### config.mk
export PLATFORM = sky130hd
export DESIGN_NAME = kps_queue
export DESIGN_NICKNAME = d
export VERILOG_FILES = /design/src/hw/rtl/kps_pkg.sv /design/src/hw/rtl/kps_queue.sv
export SDC_FILE = /design/constraint.sdc
export NUM_CORES = 1
export LEC_CHECK = 0
export BUFFER_PORTS_ARGS = -buffer_cell sky130_fd_sc_hd__buf_4
export CAP_MARGIN = 25
export CORE_MARGIN = 2
export CORE_UTILIZATION = 55
export CTS_BUF_LIST = sky130_fd_sc_hd__clkbuf_8
export CTS_CLUSTER_DIAMETER = 30
export DETAILED_ROUTE_END_ITERATION = 8
export PLACE_DENSITY = 0.77
export REMOVE_ABC_BUFFERS = 1
export SLEW_MARGIN = 20
export SYNTH_ARGS = -nofsm -noshare
export SYNTH_HDL_FRONTEND = slang
export SYNTH_SLANG_ARGS = --single-unit
### constraint.sdc
create_clock -name clock -period 4.7 [get_ports clock]
set_input_delay 0.235 -clock clock [delete_from_list [all_inputs] [get_ports clock]]
set_output_delay 0.235 -clock clock [all_outputs]
set_load 0.05 [all_outputs]
### src/hw/rtl/kps_pkg.sv
// Shared types, constants and helpers of the k-mer projection signature unit
`timescale 1ns / 1ps
`default_nettype none

package kps_pkg;

   // item kinds
   localparam logic KIND_LOAD = 1'b0;
   localparam logic KIND_BASE = 1'b1;

   // fixed field widths
   localparam int INDEX_W = 8;
   localparam int MASK_W  = 32;
   localparam int CHAR_W  = 8;
   localparam int SIG_W   = 32;

   // depth of the queue between front and back
   localparam int QUEUE_DEPTH = 4;
   localparam int QUEUE_AW    = $clog2(QUEUE_DEPTH);
   localparam int QUEUE_CW    = $clog2(QUEUE_DEPTH + 1);

   // base codes
   localparam logic [1:0] BASE_A = 2'd0;
   localparam logic [1:0] BASE_C = 2'd1;
   localparam logic [1:0] BASE_G = 2'd2;
   localparam logic [1:0] BASE_T = 2'd3;

   // raw characters that map to a non-zero code
   localparam logic [CHAR_W-1:0] CHAR_C_UC  = 8'h43;
   localparam logic [CHAR_W-1:0] CHAR_C_LC  = 8'h63;
   localparam logic [CHAR_W-1:0] CHAR_C_NUM = 8'h01;
   localparam logic [CHAR_W-1:0] CHAR_G_UC  = 8'h47;
   localparam logic [CHAR_W-1:0] CHAR_G_LC  = 8'h67;
   localparam logic [CHAR_W-1:0] CHAR_G_NUM = 8'h02;
   localparam logic [CHAR_W-1:0] CHAR_T_UC  = 8'h54;
   localparam logic [CHAR_W-1:0] CHAR_T_LC  = 8'h74;
   localparam logic [CHAR_W-1:0] CHAR_T_NUM = 8'h03;

   // classified operation handed from front to back
   typedef struct packed {
      logic               is_load;
      logic [INDEX_W-1:0] index;
      logic [MASK_W-1:0]  plus_mask;
      logic [MASK_W-1:0]  minus_mask;
      logic               apply;
      logic               last;
   } kps_op_type;

   function automatic logic [1:0] kps_base_code(input logic [CHAR_W-1:0] ch);
      logic [1:0] code;
      case (ch) inside
         CHAR_C_UC, CHAR_C_LC, CHAR_C_NUM: code = BASE_C;
         CHAR_G_UC, CHAR_G_LC, CHAR_G_NUM: code = BASE_G;
         CHAR_T_UC, CHAR_T_LC, CHAR_T_NUM: code = BASE_T;
         default:                          code = BASE_A;
      endcase
      return code;
   endfunction

endpackage

`default_nettype wire

### src/hw/rtl/kps_queue.sv
// Short FIFO of classified operations between front and back
`timescale 1ns / 1ps
`default_nettype none

module kps_queue
   import kps_pkg::*;
(
   input  wire         clock,
   input  wire         reset,
   input  wire         in_valid,
   input  kps_op_type  in_op,
   output logic        in_ready,
   output logic        out_valid,
   output kps_op_type  out_op,
   input  wire         out_ready
);

   kps_op_type          entries_ff [QUEUE_DEPTH];
   logic [QUEUE_AW-1:0] wr_ptr_ff, wr_ptr_in;
   logic [QUEUE_AW-1:0] rd_ptr_ff, rd_ptr_in;
   logic [QUEUE_CW-1:0] count_ff, count_in;
   logic                push, pop;

   assign in_ready  = (count_ff != QUEUE_CW'(QUEUE_DEPTH));
   assign out_valid = (count_ff != '0);
   assign out_op    = entries_ff[rd_ptr_ff];
   assign push      = in_valid && in_ready;
   assign pop       = out_valid && out_ready;

   // pointer and fill bookkeeping
   always_comb begin
      wr_ptr_in = wr_ptr_ff;
      rd_ptr_in = rd_ptr_ff;
      count_in  = count_ff;
      if (push) wr_ptr_in = (wr_ptr_ff == QUEUE_AW'(QUEUE_DEPTH - 1)) ? '0
                                                                       : wr_ptr_ff + QUEUE_AW'(1);
      if (pop)  rd_ptr_in = (rd_ptr_ff == QUEUE_AW'(QUEUE_DEPTH - 1)) ? '0
                                                                       : rd_ptr_ff + QUEUE_AW'(1);
      if (push && !pop)      count_in = count_ff + QUEUE_CW'(1);
      else if (pop && !push) count_in = count_ff - QUEUE_CW'(1);
   end

   always_ff @(posedge clock) begin
      if (reset) begin
         wr_ptr_ff <= '0;
         rd_ptr_ff <= '0;
         count_ff  <= '0;
      end else begin
         wr_ptr_ff <= wr_ptr_in;
         rd_ptr_ff <= rd_ptr_in;
         count_ff  <= count_in;
      end
   end

   // storage
   always_ff @(posedge clock) begin
      if (push) entries_ff[wr_ptr_ff] <= in_op;
   end

endmodule

`default_nettype wire

==> impl_metrics.env <==
export IMPL_run_status="finished clean"
export IMPL_worstMarginPinSlew_ns=0.877
export IMPL_max_vdd_ir_drop_mv=0.428
export IMPL_io_port_bufs=155
export IMPL_antenna_violating_nets_post_route=0
export IMPL_ys_dominant_reg_cell="sky130_fd_sc_hd__edfxtp_1"
export IMPL_synthCells=439
export IMPL_route_detailed_drc=0
export IMPL_cap_violations=0
export IMPL_total_leakage_power_nw=5.04
export IMPL_async_flop_share_pct=0
export IMPL_fmax_mhz=351
export IMPL_vias_per_cell=5.39
export IMPL_drive_above_1_share_pct=41.8
export IMPL_ys_seq_area_share_pct=81.3
export IMPL_timing_critical_path_fanout_max=26
export IMPL_synth_edf_count=300
export IMPL_dr_pass1_iters=4
export IMPL_cp_arrival_ns=2.61
export IMPL_ys_ff_latch=309
export IMPL_finalCriticalPeriod_ns=2.85
export IMPL_cts_reportedPaths_clkPinSlew_ns=0.06
export IMPL_detail_route_iter0_violations=337
export IMPL_globalRouteTotalUtil_pct=19.7
export IMPL_grt_overflow_total=0
export IMPL_grt_setup_unrepaired="false"
export IMPL_final_layout_setup_total_negative_slack_ns=0
export IMPL_setup_viol=0
export IMPL_synth_top_area_share_pct=79.7
export IMPL_cts_root_buffer="sky130_fd_sc_hd__clkbuf_8"
export IMPL_criticalPathCategory="reg2out"
export IMPL_filler_cells_inserted=1208
export IMPL_power_density_cell_area_nw_per_um2=560
export IMPL_fin_nets=800
export IMPL_die_height_um=147
export IMPL_io_pin_count=156
export IMPL_rows=52
export IMPL_routed_via_count=5509
export IMPL_clk_insertion_delay_late_ns=0.56
export IMPL_synth_commonest_cells="300 x sky130_fd_sc_hd__edfxtp_1, 75 x sky130_fd_sc_hd__mux4_2, 9 x sky130_fd_sc_hd__dfxtp_1"
export IMPL_tritoncts="done"
export IMPL_yosysWarningCount=0
export IMPL_cts_inserted_buffers=51
export IMPL_place_hpwl_um=12000
export IMPL_crit_required_ns=4.47
export IMPL_final_setup_skew_ns=0.0157
export IMPL_clock_sinks=309
export IMPL_gp_routability_congestion=0.767
export IMPL_syn2layout_area_growth_pct=29.0
export IMPL_critPathLaunchType="flip-flop"
export IMPL_slew_headroom_pct=41.5
export IMPL_library_cells_used_by_synthesis=26
export IMPL_post_synth_main_area_contributors="sky130_fd_sc_hd__edfxtp_1 80%, sky130_fd_sc_hd__mux4_2 15%, sky130_fd_sc_hd__dfxtp_1 1.6%"
export IMPL_kind_of_end_point_of_the_critical_path="output pin"
export IMPL_timing_hold_violations_final=0
export IMPL_n_antenna_cell=0
export IMPL_wl_um=20800
export IMPL_grt_max_degree=55
export IMPL_grt_antenna_before_repair=0
export IMPL_wire_per_inst_um=20.3
export IMPL_syn_cell_area_um2=11300
export IMPL_core_region_area_um2=20200
export IMPL_final_core_utilization_pct=72.2
export IMPL_most_common_cell_in_the_synthesized_netlist="sky130_fd_sc_hd__edfxtp_1"
export IMPL_hold_path_startpoint="out_ready"
export IMPL_hold_path_class="in2reg"
export IMPL_initial_core_util_pct=56.0
export IMPL_crit_reg2reg_launch="count_ff[1]"
export IMPL_cts_setup_buffers=0
export IMPL_fin_crit_sh_pct=60.6
export IMPL_grt_pass1_wl_um=32600
export IMPL_number_of_global_route_vias_before_repair=6167
export IMPL_final_max_slew_violation_count=0
export IMPL_number_of_h_tree_levels=2
export IMPL_syn_area_per_cell_um2=25.7
export IMPL_die_width_um=147
export IMPL_area_enclosed_by_the_die_boundary_um2=21700
export IMPL_timing_reg2reg_setup_slack_ns=2.25
export IMPL_cts_root_to_sink_buffers=3
export IMPL_yosysTopAreaCell="sky130_fd_sc_hd__edfxtp_1"
[layout by cell type, fill, tap and decap left out, drive strengths merged, types with 5 or more instances in the layout]
cell and instances:
dlygate4sd3 77, mux4 75, clkbuf 52, clkinv 19
edfxtp 300, ha 6, dfxtp 9, inv 17
bufinv 5, buf 163
[worst paths after layout]
path,endpoint,cells past startpoint
setup / recovery,out_op[44],4
hold / removal,flip-flop,4
setup reg to reg,count_ff[2],7
hold reg to reg,flip-flop,2
[per-layer routing]
layer / GRT usage [%] / vias to the layer above / routed length (µm)
li1: - / 2440 / -
met1: 25.5 / 2822 / 8160
met3: 4.66 / 39 / 1520
met2: 33.1 / 208 / 10600
met5: 0 / - / 0
met4: 7.02 / 0 / 498
[timing repair]
action,CTS,global route
endpoints found under the hold margin,308,0
resized for setup,0,0
hold buffers,77,0
endpoints found under the setup margin,0,0
[final cells by class]
type / count / area (µm²) / area share, %
flip-flops and latches: 309 / 9200 / 63.1
repair buffers: 240 / 2020 / 13.9
multi-input cells: 109 / 1990 / 13.6
clock buffers: 52 / 716 / 4.91
well taps: 270 / 338 / 2.32
clock inverters: 40 / 303 / 2.08
inverters: 3 / 11.3 / 0.0773
[through the flow]
| stage | hold WS [ns] | std cells | instance area [µm²] | setup WS, ns | total power [mW] |
|---|---|---|---|---|---|
| after CTS | 0.0763 | 1023 | 14600 | 1.74 | 8.23 |
| after global routing | 0.124 | 1023 | 14600 | 1.61 | 8.47 |
| after global placement | 0.433 | 852 | 12700 | 2.15 | 5.81 |
| after detailed placement | 0.437 | 854 | 12800 | 2.28 | 5.88 |
| after floorplan | 0.304 | 421 | 11200 | 0.484 | 5.17 |
| final | 0.109 | 1023 | 14600 | 1.85 | 8.16 |
[worst max-delay path, stage by stage, from the launching register on]
cell and delay, ns:
sky130_fd_sc_hd__dfxtp_4 0.68, sky130_fd_sc_hd__buf_12 0.31, sky130_fd_sc_hd__buf_4 0.31, sky130_fd_sc_hd__mux4_2 0.55, sky130_fd_sc_hd__buf_4 0.21
[where the power goes]
part	internal (mW)	switching [mW]	total, mW
Clock	1.31	0.997	2.30
Combinational	0.865	1.51	2.37
Sequential	3.34	0.140	3.48
[state kept, by name, summed over array words and instances (netlist names), named ones only]
register    count
entries_ff    300
count_ff        3
rd_ptr_ff       2
wr_ptr_ff       2
[cells by family after synthesis]
group / share of synthesized area, %
multiplexers: 15.2
adder cells (fa/ha/maj): 0.842
buffers and inverters: 1.22
AO/OA/AOI/OAI: 0.310
XOR/XNOR: 0.155
flip-flops: 81.3
AND/OR/NAND/NOR: 0.941
No activity file was read; power rests on OpenSTA's default activity.
