==> src/hw/rtl/kps_pkg.sv <==
// Shared types, constants and helpers of the k-mer projection signature unit
`timescale 1ns / 1ps
`default_nettype none

package kps_pkg;

   // item kinds
   localparam logic KIND_LOAD = 1'b0;
   localparam logic KIND_BASE = 1'b1;

   // fixed field widths
   localparam int INDEX_W = 8;
   localparam int MASK_W  = 32;
   localparam int CHAR_W  = 8;
   localparam int SIG_W   = 32;

   // depth of the queue between front and back
   localparam int QUEUE_DEPTH = 4;
   localparam int QUEUE_AW    = $clog2(QUEUE_DEPTH);
   localparam int QUEUE_CW    = $clog2(QUEUE_DEPTH + 1);

   // base codes
   localparam logic [1:0] BASE_A = 2'd0;
   localparam logic [1:0] BASE_C = 2'd1;
   localparam logic [1:0] BASE_G = 2'd2;
   localparam logic [1:0] BASE_T = 2'd3;

   // raw characters that map to a non-zero code
   localparam logic [CHAR_W-1:0] CHAR_C_UC  = 8'h43;
   localparam logic [CHAR_W-1:0] CHAR_C_LC  = 8'h63;
   localparam logic [CHAR_W-1:0] CHAR_C_NUM = 8'h01;
   localparam logic [CHAR_W-1:0] CHAR_G_UC  = 8'h47;
   localparam logic [CHAR_W-1:0] CHAR_G_LC  = 8'h67;
   localparam logic [CHAR_W-1:0] CHAR_G_NUM = 8'h02;
   localparam logic [CHAR_W-1:0] CHAR_T_UC  = 8'h54;
   localparam logic [CHAR_W-1:0] CHAR_T_LC  = 8'h74;
   localparam logic [CHAR_W-1:0] CHAR_T_NUM = 8'h03;

   // classified operation handed from front to back
   typedef struct packed {
      logic               is_load;
      logic [INDEX_W-1:0] index;
      logic [MASK_W-1:0]  plus_mask;
      logic [MASK_W-1:0]  minus_mask;
      logic               apply;
      logic               last;
   } kps_op_type;

   function automatic logic [1:0] kps_base_code(input logic [CHAR_W-1:0] ch);
      logic [1:0] code;
      case (ch) inside
         CHAR_C_UC, CHAR_C_LC, CHAR_C_NUM: code = BASE_C;
         CHAR_G_UC, CHAR_G_LC, CHAR_G_NUM: code = BASE_G;
         CHAR_T_UC, CHAR_T_LC, CHAR_T_NUM: code = BASE_T;
         default:                          code = BASE_A;
      endcase
      return code;
   endfunction

endpackage

`default_nettype wire

==> src/hw/rtl/kps_req_if.sv <==
// Input channel of the k-mer projection signature unit
`timescale 1ns / 1ps
`default_nettype none

interface kps_req_if
   import kps_pkg::*;
();
   logic               valid;
   logic               ready;
   logic               kind;
   logic [INDEX_W-1:0] entry_index;
   logic [MASK_W-1:0]  plus_mask;
   logic [MASK_W-1:0]  minus_mask;
   logic [CHAR_W-1:0]  base_char;
   logic               last;

   modport source (
      output valid, kind, entry_index, plus_mask, minus_mask, base_char, last,
      input  ready
   );
   modport sink (
      input  valid, kind, entry_index, plus_mask, minus_mask, base_char, last,
      output ready
   );
endinterface

`default_nettype wire

==> src/hw/rtl/kps_front.sv <==
// Front end: accepts beats, tracks the k-mer window and classifies each beat
`timescale 1ns / 1ps
`default_nettype none

module kps_front
   import kps_pkg::*;
#(
   parameter int KMER_LEN = 4
) (
   input  wire         clock,
   input  wire         reset,
   kps_req_if.sink     req_bus,
   output logic        op_valid,
   output kps_op_type  op,
   input  wire         op_ready
);

   localparam int HIST_W = 2 * KMER_LEN;
   localparam int SEEN_W = $clog2(KMER_LEN + 1);

   logic [HIST_W-1:0]         history_ff, history_in;
   logic [SEEN_W-1:0]         seen_ff, seen_in;
   logic [1:0]                code;
   logic [HIST_W-1:0]         hist_shift;
   logic [HIST_W+INDEX_W-1:0] hist_ext;
   logic                      accept;

   assign req_bus.ready = op_ready;
   assign op_valid      = req_bus.valid;
   assign accept        = req_bus.valid && op_ready;

   // window update and classification
   always_comb begin
      code       = kps_base_code(req_bus.base_char);
      hist_shift = (history_ff << 2) | HIST_W'(code);
      hist_ext   = {{INDEX_W{1'b0}}, hist_shift};
      history_in = history_ff;
      seen_in    = seen_ff;
      if (accept && req_bus.kind == KIND_BASE) begin
         if (req_bus.last) begin
            history_in = '0;
            seen_in    = '0;
         end else begin
            history_in = hist_shift;
            if (seen_ff < SEEN_W'(KMER_LEN)) seen_in = seen_ff + SEEN_W'(1);
         end
      end

      op.is_load    = (req_bus.kind == KIND_LOAD);
      op.index      = op.is_load ? req_bus.entry_index : hist_ext[INDEX_W-1:0];
      op.plus_mask  = req_bus.plus_mask;
      op.minus_mask = req_bus.minus_mask;
      op.apply      = (seen_ff >= SEEN_W'(KMER_LEN - 1));
      op.last       = req_bus.last;
   end

   always_ff @(posedge clock) begin
      if (reset) begin
         history_ff <= '0;
         seen_ff    <= '0;
      end else begin
         history_ff <= history_in;
         seen_ff    <= seen_in;
      end
   end

endmodule

`default_nettype wire

==> src/flat_wrapper.sv <==
// flat-port wrapper written by rule: the top's interface ports become plain ports
module kps_front_flat import kps_pkg::*;
#(
   parameter int KMER_LEN = 4
)
  (clock, reset, op_valid, op, op_ready, req_bus_valid, req_bus_kind, req_bus_entry_index, req_bus_plus_mask, req_bus_minus_mask, req_bus_base_char, req_bus_last, req_bus_ready);
  kps_req_if req_bus_i ();
  input  wire clock;
  input  wire reset;
  output logic op_valid;
  output kps_op_type op;
  input  wire op_ready;
  input wire logic [$bits(req_bus_i.valid)-1:0] req_bus_valid;
  input wire logic [$bits(req_bus_i.kind)-1:0] req_bus_kind;
  input wire logic [$bits(req_bus_i.entry_index)-1:0] req_bus_entry_index;
  input wire logic [$bits(req_bus_i.plus_mask)-1:0] req_bus_plus_mask;
  input wire logic [$bits(req_bus_i.minus_mask)-1:0] req_bus_minus_mask;
  input wire logic [$bits(req_bus_i.base_char)-1:0] req_bus_base_char;
  input wire logic [$bits(req_bus_i.last)-1:0] req_bus_last;
  output wire logic [$bits(req_bus_i.ready)-1:0] req_bus_ready;
  assign req_bus_i.valid = req_bus_valid;
  assign req_bus_i.kind = req_bus_kind;
  assign req_bus_i.entry_index = req_bus_entry_index;
  assign req_bus_i.plus_mask = req_bus_plus_mask;
  assign req_bus_i.minus_mask = req_bus_minus_mask;
  assign req_bus_i.base_char = req_bus_base_char;
  assign req_bus_i.last = req_bus_last;
  assign req_bus_ready = req_bus_i.ready;
  kps_front #(.KMER_LEN(KMER_LEN)) u_core (.clock(clock), .reset(reset), .req_bus(req_bus_i), .op_valid(op_valid), .op(op), .op_ready(op_ready));
endmodule
==> config.mk <==
export PLATFORM = sky130hd
export DESIGN_NAME = kps_front_flat
export DESIGN_NICKNAME = d
export VERILOG_FILES = /design/src/hw/rtl/kps_pkg.sv /design/src/hw/rtl/kps_req_if.sv /design/src/hw/rtl/kps_front.sv /design/src/flat_wrapper.sv
export SDC_FILE = /design/constraint.sdc
export NUM_CORES = 1
export LEC_CHECK = 0
export ABC_CLOCK_PERIOD_IN_PS = 1700
export BUFFER_PORTS_ARGS = -buffer_cell sky130_fd_sc_hd__buf_2
export CAP_MARGIN = 10
export CORE_AREA = 2 2 64 66
export CTS_CLUSTER_DIAMETER = 150
export DETAILED_ROUTE_END_ITERATION = 8
export DIE_AREA = 0 0 66 68
export PLACE_DENSITY_LB_ADDON = 0.2
export SLEW_MARGIN = 20
export SYNTH_ARGS = -nofsm -noshare
export SYNTH_HDL_FRONTEND = slang
export SYNTH_SLANG_ARGS = --single-unit
==> constraint.sdc <==
create_clock -name clock -period 1.7 [get_ports clock]
set_clock_uncertainty 0.1 [all_clocks]
set_input_delay 0.255 -clock clock [delete_from_list [all_inputs] [get_ports clock]]
set_output_delay 0.255 -clock clock [all_outputs]
set_load 0.02 [all_outputs]
==> results.md <==
- Outcome: finished, final reports clean
- Syn nets: 222
- Clk root buf: clkbuf_8
- Pwr Total: 0.572 mW
- Worst reg2reg path startpoint: u_core.seen_ff[2]
- Pre-CTS setup slack: 168 ps
- Clock Latency Late Sink: 230 ps
- Antenna Cells: 0
- Initial antenna violation count: 0
- Flop pwr share: 0.374
- Largest net degree at the start of global routing: 14
- FF+latch count, synth: 9
- Max H-tree Level: 1
- Switching part of the total: 0.261
- Crit end category: primary output
- Most frequent cell after synthesis: buf_4
- Fmax: 0.603 GHz
- Chip Height: 68 um
- Worst Path Arrival: 1300 ps
- Routed WL: 2460 um
- Number of global-route vias before repair: 672
- Fin cells: 152
- Int Power: 0.423 mW
- WS Path Type: reg -> out
- FF-to-FF End: u_core.seen_ff[2]
- Critical path startpoint category: flip-flop
- Area leader, netlist: buf_4
- Row Count: 23
- Clk buf depth: 2
- Post-route DRC violation count: 0
- Std-Cell Core Area: 0.00386 mm2
- Dpl hpwl: 1980 um
- DR vias/cell: 4.64
- Avg Cell Area, Syn: 8.19 um2
- Top_reg_cell synth: dfxtp_1
- Critical Path Fanout Max: 4
- Post-synth EDFFs: 0
- GRT busiest layer: met2
- Placed inst area: 811 um2
- Met3 Track Usage GR: 0.0954
- Post_cts resized: 0
- Hold wc startpoint: reset
- Hold Crit Class: in -> reg
- Post-DR wirelength/cell: 16.2 um
- Final worst slack: 40.6 ps
- Synthesized cell area: 0.00110 mm2
- Initial Utilization: 0.285
- Io pins: 163
- Grt ovf: 0
- Die width: 66 um
- Endpoints failing setup: 0
- First-pass GRT wire length: 3590 um
- Nets: 191
- Synth unique cells: 28
- Hold depth: 2
- Normalized max-slew margin: 0.751
- Max-cap violations: 0
- Num CTS Buffers: 3
- Final ANT Viol Nets: 0
- Period utilization: 0.976
- VDD IR-drop max: 0.212 mV
- Clock power frac: 0.434
- Hold Vio Cnt, Final: 0
- R2R setup slack: 470 ps
- Final hold slack: 217 ps
- Worst R2R Path Depth: 4
- Reg clk slew, reported paths: 40 ps
- Met2 Use GR: 0.154
- Tightest Pin Transition: 373 ps
- Period minus WS final: 1660 ps
- Buffers on Ports: 34
- Top cell type's share of synthesized area: 0.465
- Detailed Routing Iterations Pass 1: 4
- Seq/Total Area, Yosys: 0.164
- Via count: 705
- Clk sinks: 9
- Syn-to-layout area delta: -18.9%
- Post-CTS Setup Inserts: 0
- Initial DRC count: 9
- Largest cells by area after synthesis: buf_4 (47%), dfxtp_1 (16%), mux2_2 (6.2%)
- Worst min-delay path endpoint: u_core.seen_ff[2]
- Fin. max-slew vios: 0
- Gr usage total: 0.107
- Worst EP required: 1340 ps
- GR Util met1: 0.105
- Fin Setup TNS: 0 ps
- Hold buffer count at CTS: 0
- Post-layout instance area: 890 um2
- Routability congestion estimate: 0.706
- Pwr/cell area: 643 mW/mm2
- Logic pwr share: 0.192
- Fin util: 0.231
- Syn. warnings: 0
- Most instantiated cells after synthesis: buf_4 (68), dfxtp_1 (9), nand3b_1 (7)
- Die area: 0.00449 mm2
- Sw power: 0.149 mW
- Cells after Synth: 134
- CTS tree: yes
- Placed cell count: 148
- Async set-reset flop share out of synthesis: 0
- Static leakage: 0.363 nW
- Layout cell share with drive strength beyond 1: 0.510
-- how the worst max path moves through the flow --
stage	from	to	slack [ps]
CTS	u_core.seen_ff[0]	op[1]	20
detailed placement	req_bus_base_char[4]	op[67]	170
finish	u_core.seen_ff[0]	op[1]	40
floorplan	req_bus_base_char[4]	op[67]	270
global placement	req_bus_base_char[4]	op[67]	180
global route	u_core.seen_ff[2]	op[1]	-3
-- logic make-up (layout without fill, tap and decap cells) --
kind of cell | Yosys count | after routing | share of synthesized area
AO/OA/AOI/OAI | 17 | 17 | 0.103
flip-flops | 9 | 9 | 0.164
AND/OR/NAND/NOR | 28 | 28 | 0.169
buffers and inverters | 72 | 40 | 0.480
multiplexers | 6 | 6 | 0.0616
adder cells (fa/ha/maj) | 2 | 2 | 0.0228
-- power by group through the flow --
stage	combinational [mW]	clock, mW	sequential [mW]
floorplan	0.284	0	0.217
global placement	0.110	0	0.217
detailed placement	0.111	0	0.217
CTS	0.111	0.259	0.213
global route	0.121	0.270	0.214
finish	0.110	0.248	0.214
-- cell usage in the layout, fill, tap and decap left out --
cell type / count
and2_1: 1
a31oi_1: 2
dfxtp_1: 7
a21oi_1: 6
a211o_1: 1
inv_1: 2
and3_1: 1
nor4_4: 1
and4bb_2: 1
a32oi_1: 1
nand3b_1: 7
buf_2: 33
clkbuf_8: 3
clkbuf_1: 1
nand3_2: 1
nand4_1: 1
nor3b_1: 1
dfxtp_2: 2
nand2_1: 6
o211ai_1: 3
nor2_1: 5
buf_6: 1
and3b_2: 1
ha_4: 2
a211oi_2: 1
nand3_1: 1
o21ai_0: 2
mux2_2: 6
o21a_1: 1
nor2b_1: 1
-- layout make-up --
cell class                      instances  area (um2)
Fill cell                             449        2970
Multi-Input combinational cell         53         415
Sequential cell                         9         183
Inverter                                2        7.51
Timing Repair Buffer                   34         176
Clock buffer                            4        45.0
Tap cell                               50        62.6
-- worst max-delay path, stage by stage, from the launching register on --
cell     delay (ps)
dfxtp_2         340
ha_4            170
ha_4            140
a211o_1         290
buf_6           140
-- routing by layer --
metal  up-vias  wire (um)
li1        320          -
met3         8        479
met5         -          0
met2        93       1130
met1       284        804
met4         0         42
-- flip-flops by register name (all words and copies together), names as in the netlist --
name	cells
u_core.seen_ff	3
u_core.history_ff	6
Note: power is estimated with default switching activity, not from simulation.
